===== config.mk =====
export PLATFORM = sky130hd
export DESIGN_NAME = cvs_stats_engine
export DESIGN_NICKNAME = d
export VERILOG_FILES = /design/src/hdl/cvs_pkg.sv /design/src/hdl/cvs_stats_engine.sv
export SDC_FILE = /design/constraint.sdc
export NUM_CORES = 1
export LEC_CHECK = 0
export BUFFER_PORTS_ARGS = -buffer_cell sky130_fd_sc_hd__buf_2
export CORE_AREA = 4 4 244 246
export DETAILED_ROUTE_END_ITERATION = 8
export DIE_AREA = 0 0 248 250
export PLACE_DENSITY = 0.62
export SETUP_SLACK_MARGIN = 0.3
export SLEW_MARGIN = 40
export SYNTH_ARGS = -nofsm -noshare
export SYNTH_HDL_FRONTEND = slang
export SYNTH_SLANG_ARGS = --single-unit
export TNS_END_PERCENT = 1

===== constraint.sdc =====
create_clock -name clk -period 16.21 [get_ports clk]
set_input_delay 3.242 -clock clk [delete_from_list [all_inputs] [get_ports clk]]
set_output_delay 3.242 -clock clk [all_outputs]
set_load 0.1 [all_outputs]

===== src/hdl/cvs_pkg.sv =====
// shared types, widths and codes for the column variance / std dev unit
`timescale 1ns / 1ps

package cvs_pkg;

    // sizing
    localparam int COLUMNS  = 32;
    localparam int MAX_ROWS = 1024;

    // field widths
    localparam int REQ_W    = 2;
    localparam int COL_W    = 5;
    localparam int SAMPLE_W = 24;
    localparam int CNT_W    = 11;
    localparam int SUM_W    = 34;
    localparam int SQS_W    = 57;
    localparam int SQ_W     = 47;
    localparam int VAR_W    = 47;
    localparam int SD_W     = 24;

    // iterative datapath widths
    localparam int WIDE_W   = 68;
    localparam int ALU_W    = WIDE_W + 1;
    localparam int REM_W    = 25;
    localparam int STEP_W   = 7;

    // request codes
    localparam logic [REQ_W-1:0] REQ_ADD   = 2'd0;
    localparam logic [REQ_W-1:0] REQ_QUERY = 2'd1;
    localparam logic [REQ_W-1:0] REQ_CLEAR = 2'd2;

    typedef struct packed {
        logic [REQ_W-1:0]           req_type;
        logic [COL_W-1:0]           col_index;
        logic signed [SAMPLE_W-1:0] sample_value;
    } cvs_req_t;

    typedef struct packed {
        logic [COL_W-1:0]           col_reported;
        logic [CNT_W-1:0]           sample_count;
        logic signed [SAMPLE_W-1:0] mean_value;
        logic [VAR_W-1:0]           variance_value;
        logic [SD_W-1:0]            std_dev_value;
        logic                       insufficient;
        logic                       overflow_seen;
    } cvs_res_t;

    // column totals handed to the statistics engine
    typedef struct packed {
        logic [CNT_W-1:0]        n;
        logic signed [SUM_W-1:0] sum;
        logic [SQS_W-1:0]        sumsq;
    } cvs_operand_t;

    typedef struct packed {
        logic signed [SAMPLE_W-1:0] mean;
        logic [VAR_W-1:0]           variance;
        logic [SD_W-1:0]            std_dev;
    } cvs_stats_t;

    typedef struct packed {
        logic busy;
        logic done;
    } cvs_eng_status_t;

    typedef enum logic [2:0] {
        S_IDLE,
        S_ADD_MUL,
        S_ADD_ACC,
        S_Q_READ,
        S_Q_RUN,
        S_Q_DONE
    } cvs_state_t;

    typedef enum logic [3:0] {
        E_IDLE,
        E_MUL_NSQ,
        E_MUL_SSQ,
        E_SUB,
        E_DIV_N1,
        E_DIV_N2,
        E_DIV_MEAN,
        E_MEAN_SIGN,
        E_SQRT,
        E_DONE
    } cvs_eng_state_t;

endpackage


===== src/hdl/cvs_stats_engine.sv =====
// iterative mean / variance / square root engine around one shared add-subtract unit
`timescale 1ns / 1ps

module cvs_stats_engine
    import cvs_pkg::*;
(
    input  logic            clk,
    input  logic            rst_n,
    input  logic            start,
    input  cvs_operand_t    operand,
    output cvs_eng_status_t status,
    output cvs_stats_t      stats
);

    localparam logic [STEP_W-1:0] MUL_N_STEPS = STEP_W'(CNT_W);
    localparam logic [STEP_W-1:0] MUL_S_STEPS = STEP_W'(SUM_W);
    localparam logic [STEP_W-1:0] DIV_STEPS   = STEP_W'(WIDE_W);
    localparam logic [STEP_W-1:0] SQRT_STEPS  = STEP_W'(SD_W);

    cvs_eng_state_t state_reg, state_next;

    logic [CNT_W-1:0]           n_reg, n_next;
    logic [SUM_W-1:0]           smag_reg, smag_next;
    logic                       neg_reg, neg_next;
    logic [SQS_W-1:0]           sumsq_reg, sumsq_next;
    logic [WIDE_W-1:0]          acc_reg, acc_next;
    logic [WIDE_W-1:0]          num_reg, num_next;
    logic [WIDE_W-1:0]          dq_reg, dq_next;
    logic [SUM_W-1:0]           mplr_reg, mplr_next;
    logic [REM_W-1:0]           rem_reg, rem_next;
    logic [SD_W-1:0]            root_reg, root_next;
    logic signed [SAMPLE_W-1:0] mean_reg, mean_next;
    logic [VAR_W-1:0]           var_reg, var_next;
    logic [STEP_W-1:0]          cnt_reg, cnt_next;

    logic              last_step;
    logic [WIDE_W-1:0] alu_a;
    logic [WIDE_W-1:0] alu_b;
    logic              alu_sub;
    logic [ALU_W-1:0]  alu_res;
    logic              alu_neg;
    logic [WIDE_W-1:0] mcand;
    logic [WIDE_W-1:0] dq_shift;

    assign last_step = (cnt_reg == STEP_W'(1));

    // shared add-subtract unit, borrow in the top bit
    assign alu_res = {1'b0, alu_a} + ({1'b0, alu_b} ^ {ALU_W{alu_sub}}) + ALU_W'(alu_sub);
    assign alu_neg = alu_res[ALU_W-1];

    assign mcand    = (state_reg == E_MUL_NSQ) ? WIDE_W'(sumsq_reg) : WIDE_W'(smag_reg);
    assign dq_shift = {dq_reg[WIDE_W-2:0], ~alu_neg};

    // operand select
    always_comb
    begin
        alu_a   = '0;
        alu_b   = '0;
        alu_sub = 1'b0;
        unique case (state_reg)
            E_MUL_NSQ, E_MUL_SSQ:
            begin
                alu_a = {acc_reg[WIDE_W-2:0], 1'b0};
                alu_b = mplr_reg[SUM_W-1] ? mcand : '0;
            end
            E_SUB:
            begin
                alu_a   = num_reg;
                alu_b   = acc_reg;
                alu_sub = 1'b1;
            end
            E_DIV_N1, E_DIV_N2, E_DIV_MEAN:
            begin
                alu_a   = WIDE_W'({rem_reg[CNT_W-1:0], dq_reg[WIDE_W-1]});
                alu_b   = WIDE_W'(n_reg);
                alu_sub = 1'b1;
            end
            E_MEAN_SIGN:
            begin
                alu_a   = '0;
                alu_b   = dq_reg;
                alu_sub = 1'b1;
            end
            E_SQRT:
            begin
                alu_a   = WIDE_W'({rem_reg, dq_reg[WIDE_W-1 -: 2]});
                alu_b   = WIDE_W'({root_reg, 2'b01});
                alu_sub = 1'b1;
            end
            default:
            begin
                alu_sub = 1'b0;
            end
        endcase
    end

    // next state
    always_comb
    begin
        state_next = state_reg;
        unique case (state_reg)
            E_IDLE:      if (start) state_next = E_MUL_NSQ;
            E_MUL_NSQ:   if (last_step) state_next = E_MUL_SSQ;
            E_MUL_SSQ:   if (last_step) state_next = E_SUB;
            E_SUB:       state_next = E_DIV_N1;
            E_DIV_N1:    if (last_step) state_next = E_DIV_N2;
            E_DIV_N2:    if (last_step) state_next = E_DIV_MEAN;
            E_DIV_MEAN:  if (last_step) state_next = E_MEAN_SIGN;
            E_MEAN_SIGN: state_next = E_SQRT;
            E_SQRT:      if (last_step) state_next = E_DONE;
            E_DONE:      state_next = E_IDLE;
            default:     state_next = E_IDLE;
        endcase
    end

    // datapath
    always_comb
    begin
        n_next     = n_reg;
        smag_next  = smag_reg;
        neg_next   = neg_reg;
        sumsq_next = sumsq_reg;
        acc_next   = acc_reg;
        num_next   = num_reg;
        dq_next    = dq_reg;
        mplr_next  = mplr_reg;
        rem_next   = rem_reg;
        root_next  = root_reg;
        mean_next  = mean_reg;
        var_next   = var_reg;
        cnt_next   = cnt_reg;
        unique case (state_reg)
            E_IDLE:
            begin
                if (start)
                begin
                    n_next     = operand.n;
                    neg_next   = operand.sum[SUM_W-1];
                    smag_next  = operand.sum[SUM_W-1] ? SUM_W'(-operand.sum)
                                                      : SUM_W'(operand.sum);
                    sumsq_next = operand.sumsq;
                    acc_next   = '0;
                    mplr_next  = {operand.n, {(SUM_W-CNT_W){1'b0}}};
                    cnt_next   = MUL_N_STEPS;
                end
            end
            // n * sum of squares, multiplier bits msb first
            E_MUL_NSQ:
            begin
                acc_next  = alu_res[WIDE_W-1:0];
                mplr_next = {mplr_reg[SUM_W-2:0], 1'b0};
                cnt_next  = cnt_reg - STEP_W'(1);
                if (last_step)
                begin
                    num_next  = alu_res[WIDE_W-1:0];
                    acc_next  = '0;
                    mplr_next = smag_reg;
                    cnt_next  = MUL_S_STEPS;
                end
            end
            // sum squared
            E_MUL_SSQ:
            begin
                acc_next  = alu_res[WIDE_W-1:0];
                mplr_next = {mplr_reg[SUM_W-2:0], 1'b0};
                cnt_next  = cnt_reg - STEP_W'(1);
            end
            E_SUB:
            begin
                dq_next  = alu_res[WIDE_W-1:0];
                rem_next = '0;
                cnt_next = DIV_STEPS;
            end
            // restoring division by n; two passes give the quotient by n squared, a third gives the mean
            E_DIV_N1, E_DIV_N2, E_DIV_MEAN:
            begin
                rem_next = REM_W'(alu_neg ? alu_a[CNT_W-1:0] : alu_res[CNT_W-1:0]);
                dq_next  = dq_shift;
                cnt_next = cnt_reg - STEP_W'(1);
                if (last_step)
                begin
                    rem_next = '0;
                    cnt_next = DIV_STEPS;
                    if (state_reg == E_DIV_N2)
                    begin
                        var_next = dq_shift[VAR_W-1:0];
                        dq_next  = WIDE_W'(smag_reg);
                    end
                end
            end
            E_MEAN_SIGN:
            begin
                mean_next = neg_reg ? alu_res[SAMPLE_W-1:0] : dq_reg[SAMPLE_W-1:0];
                dq_next   = {1'b0, var_reg, {(WIDE_W-VAR_W-1){1'b0}}};
                rem_next  = '0;
                root_next = '0;
                cnt_next  = SQRT_STEPS;
            end
            // one root bit per step, two radicand bits enter
            E_SQRT:
            begin
                dq_next  = {dq_reg[WIDE_W-3:0], 2'b00};
                cnt_next = cnt_reg - STEP_W'(1);
                if (!alu_neg)
                begin
                    rem_next  = alu_res[REM_W-1:0];
                    root_next = {root_reg[SD_W-2:0], 1'b1};
                end
                else
                begin
                    rem_next  = alu_a[REM_W-1:0];
                    root_next = {root_reg[SD_W-2:0], 1'b0};
                end
            end
            E_DONE:
            begin
                cnt_next = '0;
            end
            default:
            begin
                cnt_next = '0;
            end
        endcase
    end

    always_ff @(posedge clk or negedge rst_n)
    begin
        if (!rst_n)
        begin
            state_reg <= E_IDLE;
            cnt_reg   <= '0;
        end
        else
        begin
            state_reg <= state_next;
            cnt_reg   <= cnt_next;
        end
    end

    always_ff @(posedge clk)
    begin
        n_reg     <= n_next;
        smag_reg  <= smag_next;
        neg_reg   <= neg_next;
        sumsq_reg <= sumsq_next;
        acc_reg   <= acc_next;
        num_reg   <= num_next;
        dq_reg    <= dq_next;
        mplr_reg  <= mplr_next;
        rem_reg   <= rem_next;
        root_reg  <= root_next;
        mean_reg  <= mean_next;
        var_reg   <= var_next;
    end

    assign status.busy     = (state_reg != E_IDLE);
    assign status.done     = (state_reg == E_DONE);
    assign stats.mean      = mean_reg;
    assign stats.variance  = var_reg;
    assign stats.std_dev   = root_reg;

endmodule


==> results of run 1 <==
metrics by stage:
| step | worst slack (ns) | util, % | instances | hold WS (ns) |
|---|---|---|---|---|
| 3_5_place_dp | 9.03 | 47.8 | 3197 | 0.512 |
| 6_report | 8.87 | 50.9 | 3293 | 0.529 |
| 2_1_floorplan | 7.37 | - | 2342 | 0.467 |
| 3_3_place_gp | 8.87 | 47.7 | 3195 | 0.523 |
| 4_1_cts | 9.00 | 50.9 | 3292 | 0.527 |
| 5_1_grt | 8.51 | 50.9 | 3293 | 0.551 |
per-layer routing:
layer	global-route usage, %	part of all wire, %	up-vias
met5	0	0	-
met4	11.8	5.0	0
met3	4.30	8.2	200
met2	44.3	46	1073
met1	37.2	40	10100
li1	-	-	9211
path summary, 6_finish.rpt:
check | depth (start not counted) | start | to | slack (ns)
max | 19 | state_reg[3]$_DFFE_PN0P_ | dq_reg[64]$_DFFE_PP_ | 8.87
min | 0 | dq_reg[41]$_DFFE_PP_ | var_reg[42]$_DFFE_PP_ | 0.53
max reg2reg | 19 | state_reg[3]$_DFFE_PN0P_ | dq_reg[64]$_DFFE_PP_ | 8.87
min reg2reg | 0 | dq_reg[41]$_DFFE_PP_ | var_reg[42]$_DFFE_PP_ | 0.53
max in group asynchronous | 1 | rst_n | state_reg[0]$_DFFE_PN0P_ | 13.46
min in group asynchronous | 1 | rst_n | cnt_reg[2]$_DFFE_PN0N_ | 2.49
power breakdown:
part	leakage (uW)	internal (uW)	total [uW]	switching [uW]
combinational	0.00572	1420	4210	2790
clock	0.000852	736	1250	514
sequential	0.00457	2150	2450	300
layout by cell type (no fill, tap or decap), types with 10 or more instances in the layout:
cell	netlist	final
sky130_fd_sc_hd__a21o_1	31	30
sky130_fd_sc_hd__a21oi_1	166	164
sky130_fd_sc_hd__a221o_1	23	23
sky130_fd_sc_hd__a221oi_1	39	39
sky130_fd_sc_hd__a222oi_1	42	42
sky130_fd_sc_hd__a22o_1	95	95
sky130_fd_sc_hd__a22oi_1	31	31
sky130_fd_sc_hd__a31oi_1	18	18
sky130_fd_sc_hd__a32oi_1	20	20
sky130_fd_sc_hd__and2_1	60	59
sky130_fd_sc_hd__and3_1	10	10
sky130_fd_sc_hd__buf_2	8	201
sky130_fd_sc_hd__buf_4	0	33
sky130_fd_sc_hd__clkbuf_1	120	12
sky130_fd_sc_hd__clkbuf_16	0	51
sky130_fd_sc_hd__dfrtp_1	11	11
sky130_fd_sc_hd__edfxtp_1	461	461
sky130_fd_sc_hd__ha_1	70	70
sky130_fd_sc_hd__inv_1	80	79
sky130_fd_sc_hd__mux2_2	22	22
sky130_fd_sc_hd__mux2i_1	32	32
sky130_fd_sc_hd__nand2_1	335	334
sky130_fd_sc_hd__nand3_1	17	17
sky130_fd_sc_hd__nand4_1	20	20
sky130_fd_sc_hd__nor2_1	183	179
sky130_fd_sc_hd__nor3_1	28	28
sky130_fd_sc_hd__o21ai_0	109	107
sky130_fd_sc_hd__o21bai_1	20	20
sky130_fd_sc_hd__o22a_1	10	10
sky130_fd_sc_hd__o31ai_1	14	14
sky130_fd_sc_hd__or3_1	10	10
sky130_fd_sc_hd__xnor2_1	74	74
sky130_fd_sc_hd__xor2_1	23	23
critical path, stage by stage, from the launching register on:
cell and delay, ns:
sky130_fd_sc_hd__dfrtp_1 0.84, sky130_fd_sc_hd__nor4b_4 0.37, sky130_fd_sc_hd__nor2_2 0.07, sky130_fd_sc_hd__buf_4 0.30
sky130_fd_sc_hd__inv_4 0.39, sky130_fd_sc_hd__buf_4 0.56, sky130_fd_sc_hd__buf_4 0.74, sky130_fd_sc_hd__nor2_1 0.18
sky130_fd_sc_hd__nor3_1 0.25, sky130_fd_sc_hd__ha_1 0.36, sky130_fd_sc_hd__a21oi_1 0.24, sky130_fd_sc_hd__o21ai_0 0.13
sky130_fd_sc_hd__a2111oi_0 0.60, sky130_fd_sc_hd__nor4_1 0.17, sky130_fd_sc_hd__a2111oi_4 0.47, sky130_fd_sc_hd__o21ai_2 0.20
sky130_fd_sc_hd__a21oi_4 0.26, sky130_fd_sc_hd__o21ai_2 0.15, sky130_fd_sc_hd__or4_1 0.47, sky130_fd_sc_hd__and3_1 0.17
cells by family (layout without fill, tap and decap cells):
family          count (synthesis)  in the layout
simple gates                  717            717
fa+ha+maj                      71             71
compound gates                700            700
xor+xnor                       97             97
buf+inv                       230            416
flops                         472            472
mux                            55             55
area by class of cell:
cell class | count | area, um2
Clock inverter | 30 | 412
Fill cell | 5145 | 28200
Timing Repair Buffer | 237 | 1310
Sequential cell | 472 | 14100
Multi-Input combinational cell | 1640 | 10700
Tap cell | 765 | 957
Clock buffer | 65 | 1350
Inverter | 84 | 322
==> run summary, run 1 <==
==========================================================================================
Placeable Area ..............................................................    57400 um2
Initial Utilization .........................................................        44.7%
Timing-limited maximum frequency ............................................      136 MHz
Overall Global Routing Usage ................................................        27.6%
Maximum Capacitance Violations ..............................................            0
Post-layout instance area ...................................................    29200 um2
Path category of the worst min-delay check .................................. register to register
Number of antenna-violating nets in the routed design .......................            0
Hold-fix buffers, CTS .......................................................            0
Leading cell type by number of instances after synthesis .................... sky130_fd_sc_hd__edfxtp_1
Unrepaired setup endpoints after global routing .............................        false
Final GP Congestion .........................................................        0.962
Endpoint type of the worst setup path .......................................     register
Number of pins with negative max-slew slack in the final report .............            0
Power per standard cell area ................................................   271 nW/um2
Synthesis Warnings ..........................................................            0
Total standard cell area after synthesis ....................................    25700 um2
Multiplexer fraction of the synthesized cell area ...........................        2.27%
Count of routing violations after the opening detailed-route iteration ......         2597
Wire length of the first global-routing pass ................................       130 mm
Post-CTS setup-driven buffer insertion count ................................            0
Total number of vias ........................................................        20.6k
Fraction of layout cells with a size suffix above 1 .........................        15.3%
VDD IR-drop max .............................................................   0.000109 V
CTS tree ....................................................................         done
Height of the chip ..........................................................       250 um
Routed len/inst .............................................................      26.6 um
Most used DFF post-synth .................................................... sky130_fd_sc_hd__edfxtp_1
Setup-violating endpoint count in the final report ..........................            0
Cell at the root of the clock tree .......................................... sky130_fd_sc_hd__clkbuf_16
Crit Path Max Fanout ........................................................           51
Number of sinks handled by clock tree synthesis .............................          472
Fraction of the mapped netlist area in simple logic gates ...................        12.6%
Library cells used by synthesis .............................................           86
Dominant combinational cell family by area after synthesis .................. compound AO/OA/AOI/OAI gates
N_diodes ....................................................................            0
Horizontal die dimension ....................................................       248 um
Arrival @ worst endpoint ....................................................      7.70 ns
Minimum clock period after layout ...........................................      7.34 ns
Asr flop ratio synth ........................................................        2.33%
Adder-Cell Fraction of Synth Area ...........................................        3.49%
Measured slew at the worst slew-check pin ...................................     0.829 ns
Post-Synthesis Mean Instance Area ...........................................     11.0 um2
CTS H-tree depth ............................................................            2
Antenna violations before repair ............................................            1
Design Power ................................................................      7900 uW
Final cycle utilization of the critical path ................................        45.3%
Slew HR .....................................................................        44.7%
Leakage power figure ........................................................    0.0111 uW
Drc violations ..............................................................            0
Port Buffer Count ...........................................................          201
List of most frequent post-synthesis cells .................................. 461 x sky130_fd_sc_hd__edfxtp_1, 335 x sky130_fd_sc_hd__nand2_1, 183 x sky130_fd_sc_hd__nor2_1
Maximum clock path buffer count .............................................            3
Boundary Pins ...............................................................          202
Number of buffers created by CTS ............................................           51
Main area contributors after synthesis ...................................... sky130_fd_sc_hd__edfxtp_1 54%, sky130_fd_sc_hd__nand2_1 4.9%, sky130_fd_sc_hd__ha_1 3.4%
Syn Inst Count ..............................................................         2342
Final net count .............................................................         2662
Number of hold-slack violations in the final timing report ..................            0
Detailed-router iteration count before antenna repair .......................            6
Insertion delay of the later-clocked pin in the worst-skew pair .............      0.63 ns
Std-Cell Rows ...............................................................           88
Layout overhead on the synthesized area .....................................        13.8%
Final setup TNS .............................................................         0 ns
Clock edge transition at the registers on the reported setup and hold paths .      0.06 ns
Status ......................................................................    completed
Total overflow reported by the global router ................................            0
Via count normalized by instance count ......................................         6.25
Area fraction in compound gates after synthesis .............................        19.9%
Vias in the first global route ..............................................        20.7k
Largest net degree at the start of global routing ...........................           70
Startpoint type of the worst setup path .....................................     register
Number of nets in the synthesized netlist ...................................         2518
Skew final ..................................................................    0.0306 ns
Number of cells upsized or downsized after cts ..............................            0
Post-synth top area share ...................................................        53.9%
XOR/XNOR share of the synthesized area ......................................        3.31%
Post-DP HPWL ................................................................      61.1 mm
Detailed-route wire length ..................................................      87.5 mm
EDFF count, synth ...........................................................          461
Data required, critical path ................................................     16.57 ns
Die ar. .....................................................................    62000 um2
Biggest area consumer among synthesized cells ............................... sky130_fd_sc_hd__edfxtp_1
Proportion of synthesized chip area in sequential cells .....................        55.0%
Kind of critical path ....................................................... register to register
Dpl cell area ...............................................................    27400 um2
Flops & latches, synth ......................................................          472
==========================================================================================
Note: power is estimated with default switching activity, not from simulation.
==> run 2, diff against run 1 <==
--- a/config.mk
+++ b/config.mk
@@ -9,7 +9,7 @@
 export CORE_AREA = 4 4 244 246
 export DETAILED_ROUTE_END_ITERATION = 8
 export DIE_AREA = 0 0 248 250
-export PLACE_DENSITY = 0.62
+export PLACE_DENSITY = 0.65
 export SETUP_SLACK_MARGIN = 0.3
 export SLEW_MARGIN = 40
 export SYNTH_ARGS = -nofsm -noshare
==> constraint.sdc (replaced) <==
create_clock -name clk -period 6.3 [get_ports clk]
set_input_delay 1.26 -clock clk [delete_from_list [all_inputs] [get_ports clk]]
set_output_delay 1.26 -clock clk [all_outputs]
set_load 0.1 [all_outputs]
==> run 2 against run 1 <==
Via count is 1.6% higher. Clock skew hardly changed. Worst hold slack worse by 0.013 ns. Largest power group unchanged. Clock-buffer cell count down 7.
==> run summary, run 2 (synthesis gave the netlist of run 1 again) <==
==========================================================================================
Skew final ..................................................................    0.0306 ns
Total overflow reported by the global router ................................            0
Clock edge transition at the registers on the reported setup and hold paths .      0.06 ns
Height of the chip ..........................................................       250 um
R2R setup slack .............................................................      0.49 ns
Drc violations ..............................................................            0
Antenna violations before repair ............................................            4
Routed wl met2 ..............................................................      39.2 mm
Final GP Congestion .........................................................        0.970
Fraction of layout cells with a size suffix above 1 .........................        16.0%
Endpoint type of the worst setup path .......................................     register
VDD IR-drop max .............................................................   0.000428 V
Vias in the first global route ..............................................        20.6k
Hold-fix buffers, CTS .......................................................            0
Die ar. .....................................................................    62000 um2
Minimum clock period after layout ...........................................      5.81 ns
Count of non-filler cells in the finished layout ............................         3312
Detailed-route wire length ..................................................      86.7 mm
Number of hold-slack violations in the final timing report ..................            0
Insertion delay of the later-clocked pin in the worst-skew pair .............      0.62 ns
Final cycle utilization of the critical path ................................        92.2%
Final net count .............................................................         2683
Horizontal die dimension ....................................................       248 um
Data required, critical path ................................................      6.66 ns
Layout overhead on the synthesized area .....................................        14.7%
Leakage power figure ........................................................    0.0113 uW
Number of sinks handled by clock tree synthesis .............................          472
Utilization of the core after routing .......................................        51.3%
Crit Path Max Fanout ........................................................           25
Number of pins with negative max-slew slack in the final report .............            0
Timing-limited maximum frequency ............................................      172 MHz
Unrepaired setup endpoints after global routing .............................         true
Met1 wire length ............................................................      34.9 mm
Number of antenna-violating nets in the routed design .......................            0
Maximum clock path buffer count .............................................            3
CTS H-tree depth ............................................................            2
Setup-violating endpoint count in the final report ..........................            0
Power per standard cell area ................................................   693 nW/um2
Kind of critical path ....................................................... register to register
Number of buffers created by CTS ............................................           50
Routed len/inst .............................................................      26.2 um
Via count normalized by instance count ......................................         6.31
Status ......................................................................    completed
Largest net degree at the start of global routing ...........................           91
Wire length of the first global-routing pass ................................       129 mm
Total number of vias ........................................................        20.9k
Path category of the worst min-delay check .................................. input port to async pin
Placeable Area ..............................................................    57400 um2
Post-DP HPWL ................................................................      60.9 mm
Port Buffer Count ...........................................................          201
Slew HR .....................................................................        40.9%
Cell at the root of the clock tree .......................................... sky130_fd_sc_hd__clkbuf_16
Measured slew at the worst slew-check pin ...................................     0.883 ns
Overall Global Routing Usage ................................................        27.3%
Most common cell after layout, fill and taps aside .......................... sky130_fd_sc_hd__edfxtp_1
Std-Cell Rows ...............................................................           88
Boundary Pins ...............................................................          202
Count of fill cells added during filler insertion ...........................         5075
Highest-count cells in the layout ignoring fill and taps .................... 461 x sky130_fd_sc_hd__edfxtp_1, 334 x sky130_fd_sc_hd__nand2_1, 201 x sky130_fd_sc_hd__buf_2, 179 x sky130_fd_sc_hd__nor2_1, 164 x sky130_fd_sc_hd__a21oi_1
Detailed-router iteration count before antenna repair .......................            9
Uppermost layer routed ......................................................         met5
CTS tree ....................................................................         done
Arrival @ worst endpoint ....................................................      6.17 ns
Initial Utilization .........................................................        44.7%
DP Cell Count ...............................................................         3218
Met3 wire length ............................................................      8.57 mm
Final setup TNS .............................................................         0 ns
Startpoint type of the worst setup path .....................................     register
Count of routing violations after the opening detailed-route iteration ......         2671
Maximum Capacitance Violations ..............................................            0
==========================================================================================
run 2: path summary, 6_finish.rpt:
check	endpoint	cells past startpoint	start
min reg2reg	var_reg[45]$_DFFE_PP_	0	dq_reg[44]$_DFFE_PP_
max in group asynchronous	state_reg[0]$_DFFE_PN0P_	1	rst_n
max reg2reg	dq_reg[64]$_DFFE_PP_	17	state_reg[3]$_DFFE_PN0P_
max	dq_reg[64]$_DFFE_PP_	17	state_reg[3]$_DFFE_PN0P_
min in group clk	var_reg[45]$_DFFE_PP_	0	dq_reg[44]$_DFFE_PP_
min	cnt_reg[6]$_DFFE_PN0N_	1	rst_n
run 2: final cells by class:
cell class | count | area [um2] | area share (%)
diodes | 1 | 2.50 | 0.00850
clock buffers | 58 | 1280 | 4.35
clock inverters | 33 | 385 | 1.31
inverters | 84 | 322 | 1.09
multi-input cells | 1640 | 10800 | 36.5
flip-flops and latches | 472 | 14100 | 48.0
well taps | 765 | 957 | 3.25
repair buffers | 259 | 1610 | 5.46
run 2: what timing repair did:
item | 4_1_cts | 5_1_grt
endpoints found under the setup margin | 0 | 19
resized for setup | 0 | 4
buffers inserted | 0 | 0
run 2: critical path, stage by stage, from the launching register on:
cell and delay (ns):
sky130_fd_sc_hd__dfrtp_1 0.63, sky130_fd_sc_hd__nor4b_4 0.38, sky130_fd_sc_hd__nor2_2 0.11, sky130_fd_sc_hd__inv_4 0.34, sky130_fd_sc_hd__buf_4 0.43, sky130_fd_sc_hd__nor2_1 0.12
sky130_fd_sc_hd__a221oi_1 0.23, sky130_fd_sc_hd__ha_1 0.36, sky130_fd_sc_hd__a21o_1 0.23, sky130_fd_sc_hd__a31o_1 0.23, sky130_fd_sc_hd__a2111oi_0 0.62, sky130_fd_sc_hd__nor4_1 0.18
sky130_fd_sc_hd__a2111oi_4 0.45, sky130_fd_sc_hd__o21ai_2 0.20, sky130_fd_sc_hd__a21oi_4 0.24, sky130_fd_sc_hd__o21ai_2 0.14, sky130_fd_sc_hd__or4_1 0.48, sky130_fd_sc_hd__and3_1 0.17
run 2: where the power goes:
| part | total [uW] | internal (uW) | switching [uW] | leakage (uW) |
|---|---|---|---|---|
| Sequential | 6310 | 5520 | 787 | 0.00457 |
| Clock | 3040 | 1750 | 1290 | 0.000812 |
| Combinational | 11100 | 3810 | 7240 | 0.00587 |
| Total | 20400 | 11100 | 9320 | 0.0113 |
run 2: per-layer routing:
| layer | up-vias | GRT usage, % |
|---|---|---|
| met5 | - | 0 |
| met4 | 2 | 11.4 |
| met3 | 231 | 4.64 |
| met2 | 1293 | 42.7 |
| met1 | 10100 | 37.7 |
| li1 | 9238 | - |
run 2: stage by stage:
step	hold WS (ns)	power (uW)	worst slack, ns	area [um2]
floorplan	0.467	13700	-0.432	25700
global placement	0.498	16900	0.576	27700
detailed placement	0.504	17100	0.476	27700
CTS	0.494	20200	0.446	29400
global route	0.519	21600	0.227	29400
finish	0.516	20400	0.490	29400
